`src/hdl/swdh_pkg.sv`:
```
// Shared types, codes and phase sequencing functions for the SWD host transfer engine.
package swdh_pkg;

  localparam int unsigned CNT_W    = 9;
  localparam int unsigned WORD_W   = 32;
  localparam int unsigned HDR_W    = 8;
  localparam int unsigned ACK_W    = 3;
  localparam int unsigned STATUS_W = 3;
  localparam int unsigned CFG_IDX_W  = 2;
  localparam int unsigned CFG_DATA_W = 8;

  localparam logic [CNT_W-1:0] HDR_LEN  = CNT_W'(8);
  localparam logic [CNT_W-1:0] ACK_LEN  = CNT_W'(3);
  localparam logic [CNT_W-1:0] DATA_LEN = CNT_W'(32 + 1);

  localparam logic [1:0] OP_START_READ  = 2'd0;
  localparam logic [1:0] OP_START_WRITE = 2'd1;
  localparam logic [1:0] OP_TICK        = 2'd2;

  localparam logic [ACK_W-1:0] ACK_OK    = 3'b001;
  localparam logic [ACK_W-1:0] ACK_WAIT  = 3'b010;
  localparam logic [ACK_W-1:0] ACK_FAULT = 3'b100;

  localparam logic [STATUS_W-1:0] STATUS_OK       = 3'd0;
  localparam logic [STATUS_W-1:0] STATUS_WAIT     = 3'd1;
  localparam logic [STATUS_W-1:0] STATUS_FAULT    = 3'd2;
  localparam logic [STATUS_W-1:0] STATUS_PROTOCOL = 3'd3;
  localparam logic [STATUS_W-1:0] STATUS_PARITY   = 3'd4;

  localparam logic [CFG_IDX_W-1:0] CFG_TURNAROUND = 2'd0;
  localparam logic [CFG_IDX_W-1:0] CFG_FORCE_DATA = 2'd1;
  localparam logic [CFG_IDX_W-1:0] CFG_IDLE_COUNT = 2'd2;

  typedef enum logic [3:0] {
    PH_IDLE,
    PH_HDR,
    PH_TRN1,
    PH_ACK,
    PH_RDATA,
    PH_TRN2,
    PH_IDLECLK,
    PH_WDATA,
    PH_DUMMY,
    PH_BACKOFF,
    PH_END
  } phase_t;

  typedef struct packed {
    logic [2:0] turnaround;
    logic       force_data;
    logic [7:0] idle_count;
  } cfg_t;

  typedef struct packed {
    logic [1:0]        opcode;
    logic [HDR_W-1:0]  header;
    logic [WORD_W-1:0] write_word;
    logic              swdio;
  } item_t;

  typedef struct packed {
    phase_t            phase;
    logic [CNT_W-1:0]  cnt;
    logic [WORD_W-1:0] data;
    logic [HDR_W-1:0]  hdr;
    logic [ACK_W-1:0]  ack;
    logic              is_read;
    logic              par;
  } state_t;

  typedef struct packed {
    logic                clock_pulse;
    logic                drive_bit;
    logic                drive_enable;
    logic                transfer_done;
    logic [STATUS_W-1:0] status;
    logic [ACK_W-1:0]    ack_bits;
    logic [WORD_W-1:0]   read_word;
  } result_t;

  function automatic logic [CNT_W-1:0] phase_len(phase_t p, cfg_t cfg);
    logic [CNT_W-1:0] len;
    unique case (p) inside
      PH_HDR:                      len = HDR_LEN;
      PH_TRN1, PH_TRN2:            len = CNT_W'(cfg.turnaround);
      PH_ACK:                      len = ACK_LEN;
      PH_RDATA, PH_WDATA, PH_DUMMY: len = DATA_LEN;
      PH_IDLECLK:                  len = CNT_W'(cfg.idle_count);
      PH_BACKOFF:                  len = CNT_W'(cfg.turnaround) + DATA_LEN;
      default:                     len = '0;
    endcase
    return len;
  endfunction

  function automatic phase_t phase_after(phase_t p, logic [ACK_W-1:0] ack, logic is_read,
                                         logic force_data);
    logic   ok;
    logic   wf;
    phase_t nxt;
    ok = (ack == ACK_OK);
    wf = (ack == ACK_WAIT) || (ack == ACK_FAULT);
    unique case (p)
      PH_HDR:  nxt = PH_TRN1;
      PH_TRN1: nxt = PH_ACK;
      PH_ACK: begin
        if (ok) nxt = is_read ? PH_RDATA : PH_TRN2;
        else if (wf) nxt = (is_read && force_data) ? PH_DUMMY : PH_TRN2;
        else nxt = PH_BACKOFF;
      end
      PH_RDATA: nxt = PH_TRN2;
      PH_TRN2: begin
        if (ok) nxt = is_read ? PH_IDLECLK : PH_WDATA;
        else if (!is_read && force_data) nxt = PH_DUMMY;
        else nxt = PH_END;
      end
      PH_WDATA: nxt = PH_IDLECLK;
      PH_DUMMY: nxt = is_read ? PH_TRN2 : PH_END;
      default:  nxt = PH_END;
    endcase
    return nxt;
  endfunction

endpackage

```
`src/hdl/swdh_step.sv`:
```
// Next-state and result logic for one item of the SWD host transfer engine.
module swdh_step (
  input  swdh_pkg::cfg_t    cfg,
  input  swdh_pkg::state_t  st,
  input  swdh_pkg::item_t   item,
  output swdh_pkg::state_t  st_nxt,
  output swdh_pkg::result_t res
);

  logic                        tick;
  logic [1:0]                  ack_pos;
  logic [swdh_pkg::ACK_W-1:0]  ack_upd;
  logic [swdh_pkg::WORD_W-1:0] data_upd;
  logic                        par_upd;
  logic [swdh_pkg::CNT_W-1:0]  cnt_dec;
  swdh_pkg::phase_t            target;
  logic                        finish;

  always_comb begin
    tick     = (item.opcode == swdh_pkg::OP_TICK) && (st.phase != swdh_pkg::PH_IDLE);
    ack_pos  = 2'd3 - st.cnt[1:0];
    ack_upd  = st.ack;
    data_upd = st.data;
    par_upd  = st.par;
    if (tick) begin
      if (st.phase == swdh_pkg::PH_ACK && ack_pos != 2'd3) begin
        ack_upd[ack_pos] = st.ack[ack_pos] | item.swdio;
      end
      if (st.phase == swdh_pkg::PH_RDATA) begin
        if (st.cnt > swdh_pkg::CNT_W'(1)) begin
          data_upd = {item.swdio, st.data[swdh_pkg::WORD_W-1:1]};
        end else begin
          par_upd = (^st.data) ^ item.swdio;
        end
      end else if (st.phase == swdh_pkg::PH_WDATA && st.cnt > swdh_pkg::CNT_W'(1)) begin
        data_upd = {1'b0, st.data[swdh_pkg::WORD_W-1:1]};
      end
    end
    cnt_dec = (st.cnt != '0) ? st.cnt - swdh_pkg::CNT_W'(1) : st.cnt;
    target  = swdh_pkg::phase_after(st.phase, ack_upd, st.is_read, cfg.force_data);
    for (int i = 0; i < 3; i++) begin
      if (target != swdh_pkg::PH_END && swdh_pkg::phase_len(target, cfg) == '0) begin
        target = swdh_pkg::phase_after(target, ack_upd, st.is_read, cfg.force_data);
      end
    end
    finish = tick && (cnt_dec == '0) && (target == swdh_pkg::PH_END);
  end

  always_comb begin
    st_nxt = st;
    case (item.opcode) inside
      swdh_pkg::OP_START_READ, swdh_pkg::OP_START_WRITE: begin
        st_nxt.is_read = (item.opcode == swdh_pkg::OP_START_READ);
        st_nxt.hdr     = item.header;
        st_nxt.data    = st_nxt.is_read ? '0 : item.write_word;
        st_nxt.par     = st_nxt.is_read ? 1'b0 : ^item.write_word;
        st_nxt.ack     = '0;
        st_nxt.phase   = swdh_pkg::PH_HDR;
        st_nxt.cnt     = swdh_pkg::HDR_LEN;
      end
      swdh_pkg::OP_TICK: begin
        if (tick) begin
          st_nxt.ack  = ack_upd;
          st_nxt.data = data_upd;
          st_nxt.par  = par_upd;
          st_nxt.cnt  = cnt_dec;
          if (st.phase == swdh_pkg::PH_HDR) begin
            st_nxt.hdr = {1'b0, st.hdr[swdh_pkg::HDR_W-1:1]};
          end
          if (cnt_dec == '0) begin
            if (target == swdh_pkg::PH_END) begin
              st_nxt.phase = swdh_pkg::PH_IDLE;
            end else begin
              st_nxt.phase = target;
              st_nxt.cnt   = swdh_pkg::phase_len(target, cfg);
            end
          end
        end
      end
      default: begin
      end
    endcase
  end

  always_comb begin
    res              = '0;
    res.drive_bit    = 1'b1;
    res.drive_enable = 1'b1;
    res.ack_bits     = st_nxt.ack;
    if (tick) begin
      res.clock_pulse  = 1'b1;
      res.drive_bit    = 1'b0;
      res.drive_enable = 1'b0;
      unique case (st.phase)
        swdh_pkg::PH_HDR: begin
          res.drive_enable = 1'b1;
          res.drive_bit    = st.hdr[0];
        end
        swdh_pkg::PH_WDATA: begin
          res.drive_enable = 1'b1;
          res.drive_bit    = (st.cnt > swdh_pkg::CNT_W'(1)) ? st.data[0] : st.par;
        end
        swdh_pkg::PH_DUMMY:   res.drive_enable = !st.is_read;
        swdh_pkg::PH_IDLECLK: res.drive_enable = 1'b1;
        default: begin
        end
      endcase
      if (finish) begin
        res.transfer_done = 1'b1;
        if (ack_upd == swdh_pkg::ACK_OK) begin
          res.status = (st.is_read && par_upd) ? swdh_pkg::STATUS_PARITY : swdh_pkg::STATUS_OK;
          if (st.is_read) res.read_word = data_upd;
        end else if (ack_upd == swdh_pkg::ACK_WAIT) begin
          res.status = swdh_pkg::STATUS_WAIT;
        end else if (ack_upd == swdh_pkg::ACK_FAULT) begin
          res.status = swdh_pkg::STATUS_FAULT;
        end else begin
          res.status = swdh_pkg::STATUS_PROTOCOL;
        end
      end
    end
  end

endmodule

```
`src/hdl/swd_host_transfer_engine_core.sv`:
```
// Top level of the SWD host transfer engine: handshakes, configuration and state registers.
// The engine takes one item per clock cycle while the result side keeps up with out_ready,
// so one tick item can be issued for every SWCLK cycle. An accepted item is held in an
// input register, its result is computed in one pass of logic against the transfer state
// and is loaded into the result register once that register is empty or its result is
// taken. While a result waits on out_ready, an item already in the input register stays
// there and no further item is taken. Configuration writes take effect on the next
// cycle and should be made only while no transfer is in flight.
module swd_host_transfer_engine_core (
  input  logic                                clk,
  input  logic                                rst_n,
  input  logic                                in_valid,
  output logic                                in_ready,
  input  logic [1:0]                          in_opcode,
  input  logic [swdh_pkg::HDR_W-1:0]          in_request_header,
  input  logic [swdh_pkg::WORD_W-1:0]         in_write_word,
  input  logic                                in_sampled_swdio,
  output logic                                out_valid,
  input  logic                                out_ready,
  output logic                                out_clock_pulse,
  output logic                                out_drive_bit,
  output logic                                out_drive_enable,
  output logic                                out_transfer_done,
  output logic [swdh_pkg::STATUS_W-1:0]       out_status,
  output logic [swdh_pkg::ACK_W-1:0]          out_ack_bits,
  output logic [swdh_pkg::WORD_W-1:0]         out_read_word,
  input  logic                                cfg_valid,
  output logic                                cfg_ready,
  input  logic [swdh_pkg::CFG_IDX_W-1:0]      cfg_index,
  input  logic [swdh_pkg::CFG_DATA_W-1:0]     cfg_data
);

  swdh_pkg::cfg_t    cfg_r;
  swdh_pkg::cfg_t    cfg_nxt;
  swdh_pkg::item_t   item_r;
  logic              item_v_r;
  logic              item_v_nxt;
  swdh_pkg::state_t  st_r;
  swdh_pkg::state_t  st_nxt;
  swdh_pkg::result_t res;
  swdh_pkg::result_t res_r;
  logic              out_v_r;
  logic              out_v_nxt;
  logic              adv;
  logic              in_take;

  assign adv       = item_v_r && (!out_v_r || out_ready);
  assign in_ready  = !item_v_r || adv;
  assign in_take   = in_valid && in_ready;
  assign cfg_ready = 1'b1;

  assign item_v_nxt = in_take ? 1'b1 : (adv ? 1'b0 : item_v_r);
  assign out_v_nxt  = adv ? 1'b1 : (out_ready ? 1'b0 : out_v_r);

  always_comb begin
    cfg_nxt = cfg_r;
    if (cfg_valid) begin
      unique case (cfg_index)
        swdh_pkg::CFG_TURNAROUND: cfg_nxt.turnaround = cfg_data[2:0];
        swdh_pkg::CFG_FORCE_DATA: cfg_nxt.force_data = cfg_data[0];
        swdh_pkg::CFG_IDLE_COUNT: cfg_nxt.idle_count = cfg_data;
        default: begin
        end
      endcase
    end
  end

  swdh_step u_step (
    .cfg    (cfg_r),
    .st     (st_r),
    .item   (item_r),
    .st_nxt (st_nxt),
    .res    (res)
  );

  always_ff @(posedge clk) begin
    if (!rst_n) begin
      cfg_r.turnaround <= 3'd1;
      cfg_r.force_data <= 1'b0;
      cfg_r.idle_count <= '0;
      item_v_r         <= 1'b0;
      out_v_r          <= 1'b0;
      st_r.phase       <= swdh_pkg::PH_IDLE;
      st_r.cnt         <= '0;
      st_r.data        <= '0;
      st_r.hdr         <= '0;
      st_r.ack         <= '0;
      st_r.is_read     <= 1'b0;
      st_r.par         <= 1'b0;
    end else begin
      cfg_r    <= cfg_nxt;
      item_v_r <= item_v_nxt;
      out_v_r  <= out_v_nxt;
      if (adv) st_r <= st_nxt;
    end
  end

  always_ff @(posedge clk) begin
    if (in_take) begin
      item_r.opcode     <= in_opcode;
      item_r.header     <= in_request_header;
      item_r.write_word <= in_write_word;
      item_r.swdio      <= in_sampled_swdio;
    end
    if (adv) res_r <= res;
  end

  assign out_valid         = out_v_r;
  assign out_clock_pulse   = res_r.clock_pulse;
  assign out_drive_bit     = res_r.drive_bit;
  assign out_drive_enable  = res_r.drive_enable;
  assign out_transfer_done = res_r.transfer_done;
  assign out_status        = res_r.status;
  assign out_ack_bits      = res_r.ack_bits;
  assign out_read_word     = res_r.read_word;

`ifndef ASSERT_OFF
  a_cnt_live: assert property (@(posedge clk) disable iff (!rst_n)
    st_r.phase != swdh_pkg::PH_IDLE |-> st_r.cnt != '0)
    else $error("Active phase with an exhausted cycle counter.");

  a_idle_tick: assert property (@(posedge clk) disable iff (!rst_n)
    adv && st_r.phase == swdh_pkg::PH_IDLE && item_r.opcode == swdh_pkg::OP_TICK
    |=> st_r.phase == swdh_pkg::PH_IDLE)
    else $error("A tick while idle started a transfer.");

  a_done_clocked: assert property (@(posedge clk) disable iff (!rst_n)
    out_v_r && res_r.transfer_done |-> res_r.clock_pulse)
    else $error("Transfer reported done without a clock pulse.");

  a_status_done: assert property (@(posedge clk) disable iff (!rst_n)
    out_v_r && !res_r.transfer_done |-> res_r.status == swdh_pkg::STATUS_OK
      && res_r.read_word == '0)
    else $error("Status or read data reported before the transfer ended.");

  a_released_low: assert property (@(posedge clk) disable iff (!rst_n)
    out_v_r && !res_r.drive_enable |-> !res_r.drive_bit)
    else $error("Drive bit set while the line is released.");
`endif

endmodule

```
`config.mk`:
```
export PLATFORM = sky130hd
export DESIGN_NAME = swd_host_transfer_engine_core
export DESIGN_NICKNAME = d
export VERILOG_FILES = /design/src/hdl/swdh_pkg.sv /design/src/hdl/swdh_step.sv /design/src/hdl/swd_host_transfer_engine_core.sv
export SDC_FILE = /design/constraint.sdc
export NUM_CORES = 1
export LEC_CHECK = 0
export ABC_AREA = 1
export BUFFER_PORTS_ARGS = -buffer_cell sky130_fd_sc_hd__buf_2
export CAP_MARGIN = 20
export CORE_MARGIN = 2
export CORE_UTILIZATION = 61
export CTS_BUF_LIST = sky130_fd_sc_hd__clkbuf_2 sky130_fd_sc_hd__clkbuf_4 sky130_fd_sc_hd__clkbuf_8
export CTS_CLUSTER_SIZE = 30
export DETAILED_ROUTE_END_ITERATION = 8
export PLACE_DENSITY = 0.83
export SYNTH_ARGS = -nofsm -noshare
export SYNTH_HDL_FRONTEND = slang
export SYNTH_SLANG_ARGS = --single-unit
export TNS_END_PERCENT = 100
```
`constraint.sdc`:
```
create_clock -name clk -period 7.7 [get_ports clk]
set_input_delay 1.54 -clock clk [delete_from_list [all_inputs] [get_ports clk]]
set_output_delay 1.54 -clock clk [all_outputs]
set_load 0.01 [all_outputs]
```
==> results of run 1 <==
==> cells by family after synthesis <==
group,after synthesis,share of synthesized area
AND/OR/NAND/NOR,351,0.214
XOR/XNOR,67,0.0724
AO/OA/AOI/OAI,179,0.136
other,1,0.000463
multiplexers,6,0.00741
adder cells (fa/ha/maj),5,0.00772
flip-flops,157,0.493
buffers and inverters,137,0.0690
==> worst min path at each step <==
stage	cells after the start	to	slack, ns	startpoint
finish	2	st_r[6]	0.47	st_r[6]
CTS	2	st_r[11]	0.47	st_r[11]
detailed placement	2	st_r[11]	0.45	st_r[11]
global placement	2	st_r[8]	0.45	st_r[8]
floorplan	2	st_r[10]	0.44	st_r[10]
global route	2	st_r[7]	0.49	st_r[7]
==> layer usage <==
metal / vias up / global-route usage / routed length, µm
met3: 23 / 0.0565 / 1340
met5: - / 0 / 0
li1: 3258 / - / -
met2: 270 / 0.403 / 8120
met1: 3018 / 0.365 / 8200
met4: 0 / 0.0789 / 234
==> worst register-to-register path: cells and delay by family (launching register included) <==
family                 cells  cell delay, ns
buffers and inverters      7            0.95
AND/OR/NAND/NOR           24            3.09
flip-flops                 1            0.42
==> power by group through the flow <==
stage	combinational (mW)	sequential, mW	clock (mW)
2_1_floorplan	0.196	0.962	0
3_3_place_gp	0.263	0.963	0
3_5_place_dp	0.267	0.963	0
4_1_cts	0.269	0.945	0.667
5_1_grt	0.300	0.949	0.707
6_report	0.271	0.945	0.661
==> through the flow <==
| step | utilization | hold slack (ns) | setup slack [ns] |
|---|---|---|---|
| after floorplan | - | 0.438 | 4.20 |
| after global placement | 0.665 | 0.450 | 3.26 |
| after detailed placement | 0.665 | 0.454 | 3.18 |
| after CTS | 0.698 | 0.467 | 3.12 |
| after global routing | 0.698 | 0.494 | 2.56 |
| final | 0.698 | 0.468 | 3.08 |
==> Yosys cell counts (2+ instances only) <==
master / number
nand2_2: 6
nand3_1: 36
a31oi_1: 4
nor4_1: 3
a221oi_1: 31
buf_6: 5
buf_4: 2
a22oi_1: 8
nand3_2: 4
mux2i_1: 6
nand3b_1: 2
xnor2_1: 49
dfxtp_1: 72
ha_1: 5
a21oi_1: 66
nand2_1: 148
a211oi_1: 8
nor2_1: 58
o21ai_0: 49
o21ai_1: 2
nand2_4: 6
o221ai_1: 2
inv_2: 9
nor2_4: 3
clkbuf_1: 22
nand3_4: 3
nor3_1: 9
xor2_1: 18
inv_1: 97
nand4_1: 12
o2111ai_1: 2
or2_2: 28
nor2_2: 31
edfxtp_1: 85
==> state kept, by name, summed over array words and instances, names as in the netlist, 3 cells and up <==
register	count
item_r	43
out_status	3
out_read_word	32
cfg_r	12
st_r	58
out_ack_bits	3
==> layout make-up <==
class                           count  area share
Clock buffer                       17      0.0256
Multi-Input combinational cell    609       0.389
Clock inverter                     15      0.0212
Timing Repair Buffer              105      0.0586
Inverter                          107      0.0440
Sequential cell                   157       0.437
Tap cell                          176      0.0241
==> impl_metrics.csv, run 1 <==
group,metric,value,unit
setup_path,rrSetupSlack,3.08,ns
power,p_leak,3.69,nW
synth,synth_top_area_cell,"edfxtp_1",
clock_network,cts_hold_buf,0,
synth,avgSynthCellArea,8.98,µm²
synth,synth_top_area_share,0.315,
placed_design,dp_cells,1154,
detailed_routing,drc_errors,0,
clock_network,post_cts_buffers,0,
timing,fin_crit,4.62,ns
detailed_routing,drt-total-wl,17.9,mm
finish,final_common_cell,"nand2_1",
timing,tightest_slew,1.10,ns
power,p_sw_frac,0.267,
timing,fin_skew,0.0149,ns
timing,rsz0062_at_grt,"no",
clock_network,cts_sinks,157,
synth,synth_area_leaders,"edfxtp_1, dfxtp_1, nand2_1, xnor2_1, inv_1",
clock_network,cts-root-buf,"clkbuf_8",
power,combPwrFrac,0.144,
global_routing,grt_pass1_wl,29.2,mm
setup_path,cp.required,7.98,ns
timing,finalCritPeriodShare,0.600,
setup_path,crit_family,"simple AND/OR/NAND/NOR gates",
finish,design_area,0.00913,mm²
timing,fmax,217,MHz
detailed_routing,drt_iter0_markers,638,
finish,fillers,1023,
setup_path,crit_end,"out_read_word[0]",
global_routing,first_global_vias,6083,
floorplan,die_area,0.0142,mm²
power,switchingPower,0.500,mW
detailed_routing,vias_per_cell,5.54,
power,p_total,1.88,mW
setup_path,worstSetupStartpoint,"item_r[41]",
finish,final_cells,1186,
power,cellPowerDensity,206,mW/mm²
synth,yosys_register_bits,157,
timing,setup_viol,0,
placed_design,io_buffers,101,
setup_path,crit_buf_inv,7,
floorplan,fp.coreArea,0.0131,mm²
finish,finalNetCount,1060,
setup_path,crit_path_max_incr_delay,0.46,ns
setup_path,reg2reg_from,"item_r[41]",
power,p_seq_frac,0.503,
finish,layout_common_cells,"nand2_1, buf_2, inv_1, edfxtp_1, dfxtp_1",
finish,area_growth,12.7,%
job,drv_cap,0,
finish,antenna_cells,0,
synth,async_reset_ff_frac,0,
min_path,hp-class,"flop to flop",
finish,drive_gt1_frac,0.228,
setup_path,reg2reg_depth,31,
timing,relSlewSlack,0.268,
global_routing,grt_overflow,0,
timing,slew_violations,0,
clock_network,cts_resized,0,
setup_path,cp.depth,31,
clock_network,cts_tree,"done",
synth,ys.flop_type,"edfxtp_1",
clock_network,cts_buffer_depth,2,
clock_network,h-tree-depth,4,
synth,syn_inst,903,
finish,regArea,0.00399,mm²
timing,setup_tns,0,ns
timing,finalHoldViolCount,0,
placed_design,place_area,0.00870,mm²
placed_design,gp_routability_congestion,0.920,
detailed_routing,ant_nets,0,
power,peakVddDrop,0.211,mV
floorplan,num_rows,42,
floorplan,start_util,0.619,
setup_path,critPathSlowestCell,"nand3_4",
setup_path,crit_arrival,4.90,ns
clock_network,clk_latency,0.46,ns
detailed_routing,firstDrtPassIters,5,
floorplan,die_w,119,µm
clock_network,clk_pin_slew,0.09,ns
synth,yosysSeqAreaShare,0.493,
setup_path,cp-end-kind,"flop",
finish,multi_input_area,0.00355,mm²
synth,yosys_warnings,0,
setup_path,crit_path_start_kind,"flop",
power,cell_internal_pwr,1.38,mW
synth,syn-num-nets,966,
synth,synth-edff-count,85,
setup_path,worstReg2RegEnd,"out_read_word[0]",
floorplan,ioPinCount,103,
power,clockPowerShare,0.352,
floorplan,die_height,119,µm
global_routing,antenna_found_initial,0,
status,status,"completed",
synth,syn_area,0.00811,mm²
placed_design,dp_hpwl,12.3,mm
detailed_routing,avgRoutedWirePerCell,15.1,µm
setup_path,cpMostUsedCell,"nand2_1",
detailed_routing,vias,6569,
setup_path,path_class,"flop to flop",
setup_path,crit_fanout,33,
global_routing,grt_max_degree,65,
synth,synth_cell_types,46,
clock_network,cts_made_buffers,17,
global_routing,grtUsageTotal,0.259,
Note: power is estimated with default switching activity, not from simulation.
==> run 2: changes to the inputs <==
--- a/config.mk
+++ b/config.mk
@@ -9,11 +9,11 @@
 export BUFFER_PORTS_ARGS = -buffer_cell sky130_fd_sc_hd__buf_2
 export CAP_MARGIN = 20
 export CORE_MARGIN = 2
-export CORE_UTILIZATION = 61
+export CORE_UTILIZATION = 54
 export CTS_BUF_LIST = sky130_fd_sc_hd__clkbuf_2 sky130_fd_sc_hd__clkbuf_4 sky130_fd_sc_hd__clkbuf_8
 export CTS_CLUSTER_SIZE = 30
 export DETAILED_ROUTE_END_ITERATION = 8
-export PLACE_DENSITY = 0.83
+export PLACE_DENSITY = 0.78
 export SYNTH_ARGS = -nofsm -noshare
 export SYNTH_HDL_FRONTEND = slang
 export SYNTH_SLANG_ARGS = --single-unit
==> constraint.sdc (replaced) <==
create_clock -name clk -period 3.77 [get_ports clk]
set_input_delay 0.754 -clock clk [delete_from_list [all_inputs] [get_ports clk]]
set_output_delay 0.754 -clock clk [all_outputs]
set_load 0.01 [all_outputs]
==> run 2 against run 1 <==
  * Count of clock-buffer cells in the layout rose by 2
  * Via count rose by 3.7%
  * Global-route usage fell by 2.6 points
  * Critical path depth rose by 1
  * Utilization is 3.7 points lower
  * Final cell count is 4.0% higher
  * Register-to-register slack worse by 2.9 ns
  * Total power rose by 95%
  * Critical path type unchanged
  * Highest routed layer unchanged
==> impl_metrics.csv, run 2 (synthesis gave the netlist of run 1 again) <==
group,metric,value,unit
status,status,"completed",
placed_design,io_buffers,101,
global_routing,first_global_vias,6125,
detailed_routing,ant_nets,0,
detailed_routing,avgRoutedWirePerCell,15.8,µm
floorplan,start_util,0.556,
setup_path,crit_arrival,3.95,ns
clock_network,cts_buffer_depth,2,
floorplan,die_area,0.0160,mm²
timing,fin_crit,3.62,ns
floorplan,ioPinCount,103,
setup_path,rrSetupSlack,0.15,ns
floorplan,die_height,127,µm
timing,relSlewSlack,0.364,
setup_path,worstReg2RegEnd,"out_read_word[4]",
global_routing,grt_overflow,0,
setup_path,cp.depth,32,
global_routing,antenna_found_initial,0,
finish,area_growth,19.0,%
finish,finalNetCount,1099,
job,drv_cap,0,
clock_network,cts_sinks,157,
setup_path,critPathSlowestCell,"dfxtp_2",
finish,fillers,1173,
setup_path,crit_buf_inv,7,
detailed_routing,drt_iter0_markers,519,
global_routing,grtUsageTotal,0.233,
clock_network,cts_made_buffers,17,
power,p_total,3.66,mW
placed_design,dpl_worst_slack,0.137,ns
min_path,hp-class,"input pin to flop",
power,p_leak,3.89,nW
timing,fmax,276,MHz
finish,utilization,0.661,
clock_network,clk_pin_slew,0.09,ns
placed_design,dp_cells,1178,
finish,final_common_cell,"nand2_1",
timing,setup_viol,0,
clock_network,cts_tree,"done",
setup_path,crit_fanout,8,
clock_network,clk_latency,0.46,ns
finish,drive_gt1_frac,0.300,
setup_path,crit_path_max_incr_delay,0.35,ns
floorplan,die_w,127,µm
setup_path,reg2reg_from,"st_r[45]",
finish,largest_register,"st_r",
timing,tightest_slew,0.948,ns
placed_design,gp_routability_congestion,0.942,
power,peakVddDrop,0.295,mV
timing,fin_skew,0.0140,ns
finish,antenna_cells,0,
clock_network,h-tree-depth,4,
detailed_routing,drc_errors,0,
finish,final_cells,1233,
setup_path,cp.required,4.09,ns
placed_design,dp_hpwl,13.1,mm
setup_path,crit_end,"out_read_word[4]",
setup_path,crit_family,"simple AND/OR/NAND/NOR gates",
power,cellPowerDensity,379,mW/mm²
finish,layout_common_cells,"nand2_1, buf_2, inv_1, edfxtp_1, dfxtp_1",
detailed_routing,firstDrtPassIters,5,
floorplan,fp.coreArea,0.0146,mm²
timing,setup_tns,0,ns
global_routing,grt_pass1_wl,29.7,mm
setup_path,path_class,"flop to flop",
clock_network,cts-root-buf,"clkbuf_8",
detailed_routing,drt-total-wl,19.4,mm
setup_path,cp-end-kind,"flop",
global_routing,grt_max_degree,65,
timing,finalWorstSetupSlack,0.147,ns
timing,finalHoldViolCount,0,
floorplan,num_rows,44,
setup_path,worstSetupStartpoint,"st_r[45]",
setup_path,cpMostUsedCell,"nand2_2",
timing,finalCritPeriodShare,0.961,
detailed_routing,vias_per_cell,5.52,
setup_path,reg2reg_depth,32,
timing,slew_violations,0,
finish,largest_reg_flops,58,
detailed_routing,vias,6812,
setup_path,crit_path_start_kind,"flop",
-- run 2: repair_timing --
item / in CTS / in global routing
hold buffers: 0 / 0
endpoints found under the setup margin: 0 / 45
buffers inserted: 0 / 18
resized for setup: 0 / 64
-- run 2: metal layers --
metal | GRT usage | wire, µm | vias up
li1 | - | - | 3337
met1 | 0.327 | 8770 | 3186
met2 | 0.355 | 9060 | 255
met5 | 0 | 0 | -
met4 | 0.0879 | 360 | 0
met3 | 0.0536 | 1240 | 34
-- run 2: layout make-up --
class                   count  area [µm²]  area share
clock buffers              19         249      0.0258
clock inverters            13        92.6     0.00960
inverters                 107         412      0.0427
multi-input cells         609        3730       0.387
flip-flops and latches    157        4000       0.415
well taps                 184         230      0.0239
repair buffers            144         930      0.0964
-- run 2: worst min-delay path by stage --
stage               depth (start not counted)          to  slack (ns)                 start
floorplan                                   2    st_r[10]        0.44              st_r[10]
global route                                1  item_r[34]        0.43  in_request_header[1]
finish                                      1  item_r[36]        0.46  in_request_header[3]
detailed placement                          2    st_r[11]        0.45              st_r[11]
CTS                                         1  item_r[38]        0.44  in_request_header[5]
global placement                            2     st_r[7]        0.45               st_r[7]
-- run 2: power breakdown --
part | internal, mW | leakage (nW) | switching [mW] | total [mW]
logic | 0.255 | 2.31 | 0.370 | 0.624
registers | 1.88 | 1.41 | 0.0505 | 1.93
clock network | 0.469 | 0.167 | 0.633 | 1.10
total | 2.60 | 3.89 | 1.05 | 3.66
-- run 2: metrics by stage --
stage / instance area [µm²] / hold slack [ns]
2_1_floorplan: 8110 / 0.438
3_3_place_gp: 8860 / 0.451
3_5_place_dp: 8860 / 0.449
4_1_cts: 9200 / 0.439
5_1_grt: 9650 / 0.430
6_report: 9650 / 0.460
-- run 2: worst register-to-register path, delay by kind of cell, from the launching register on --
| kind | cells | cell delay [ns] |
|---|---|---|
| AND/OR/NAND/NOR | 24 | 2.35 |
| adder cells (fa/ha/maj) | 1 | 0.17 |
| flip-flops | 1 | 0.35 |
| buffers and inverters | 7 | 0.60 |
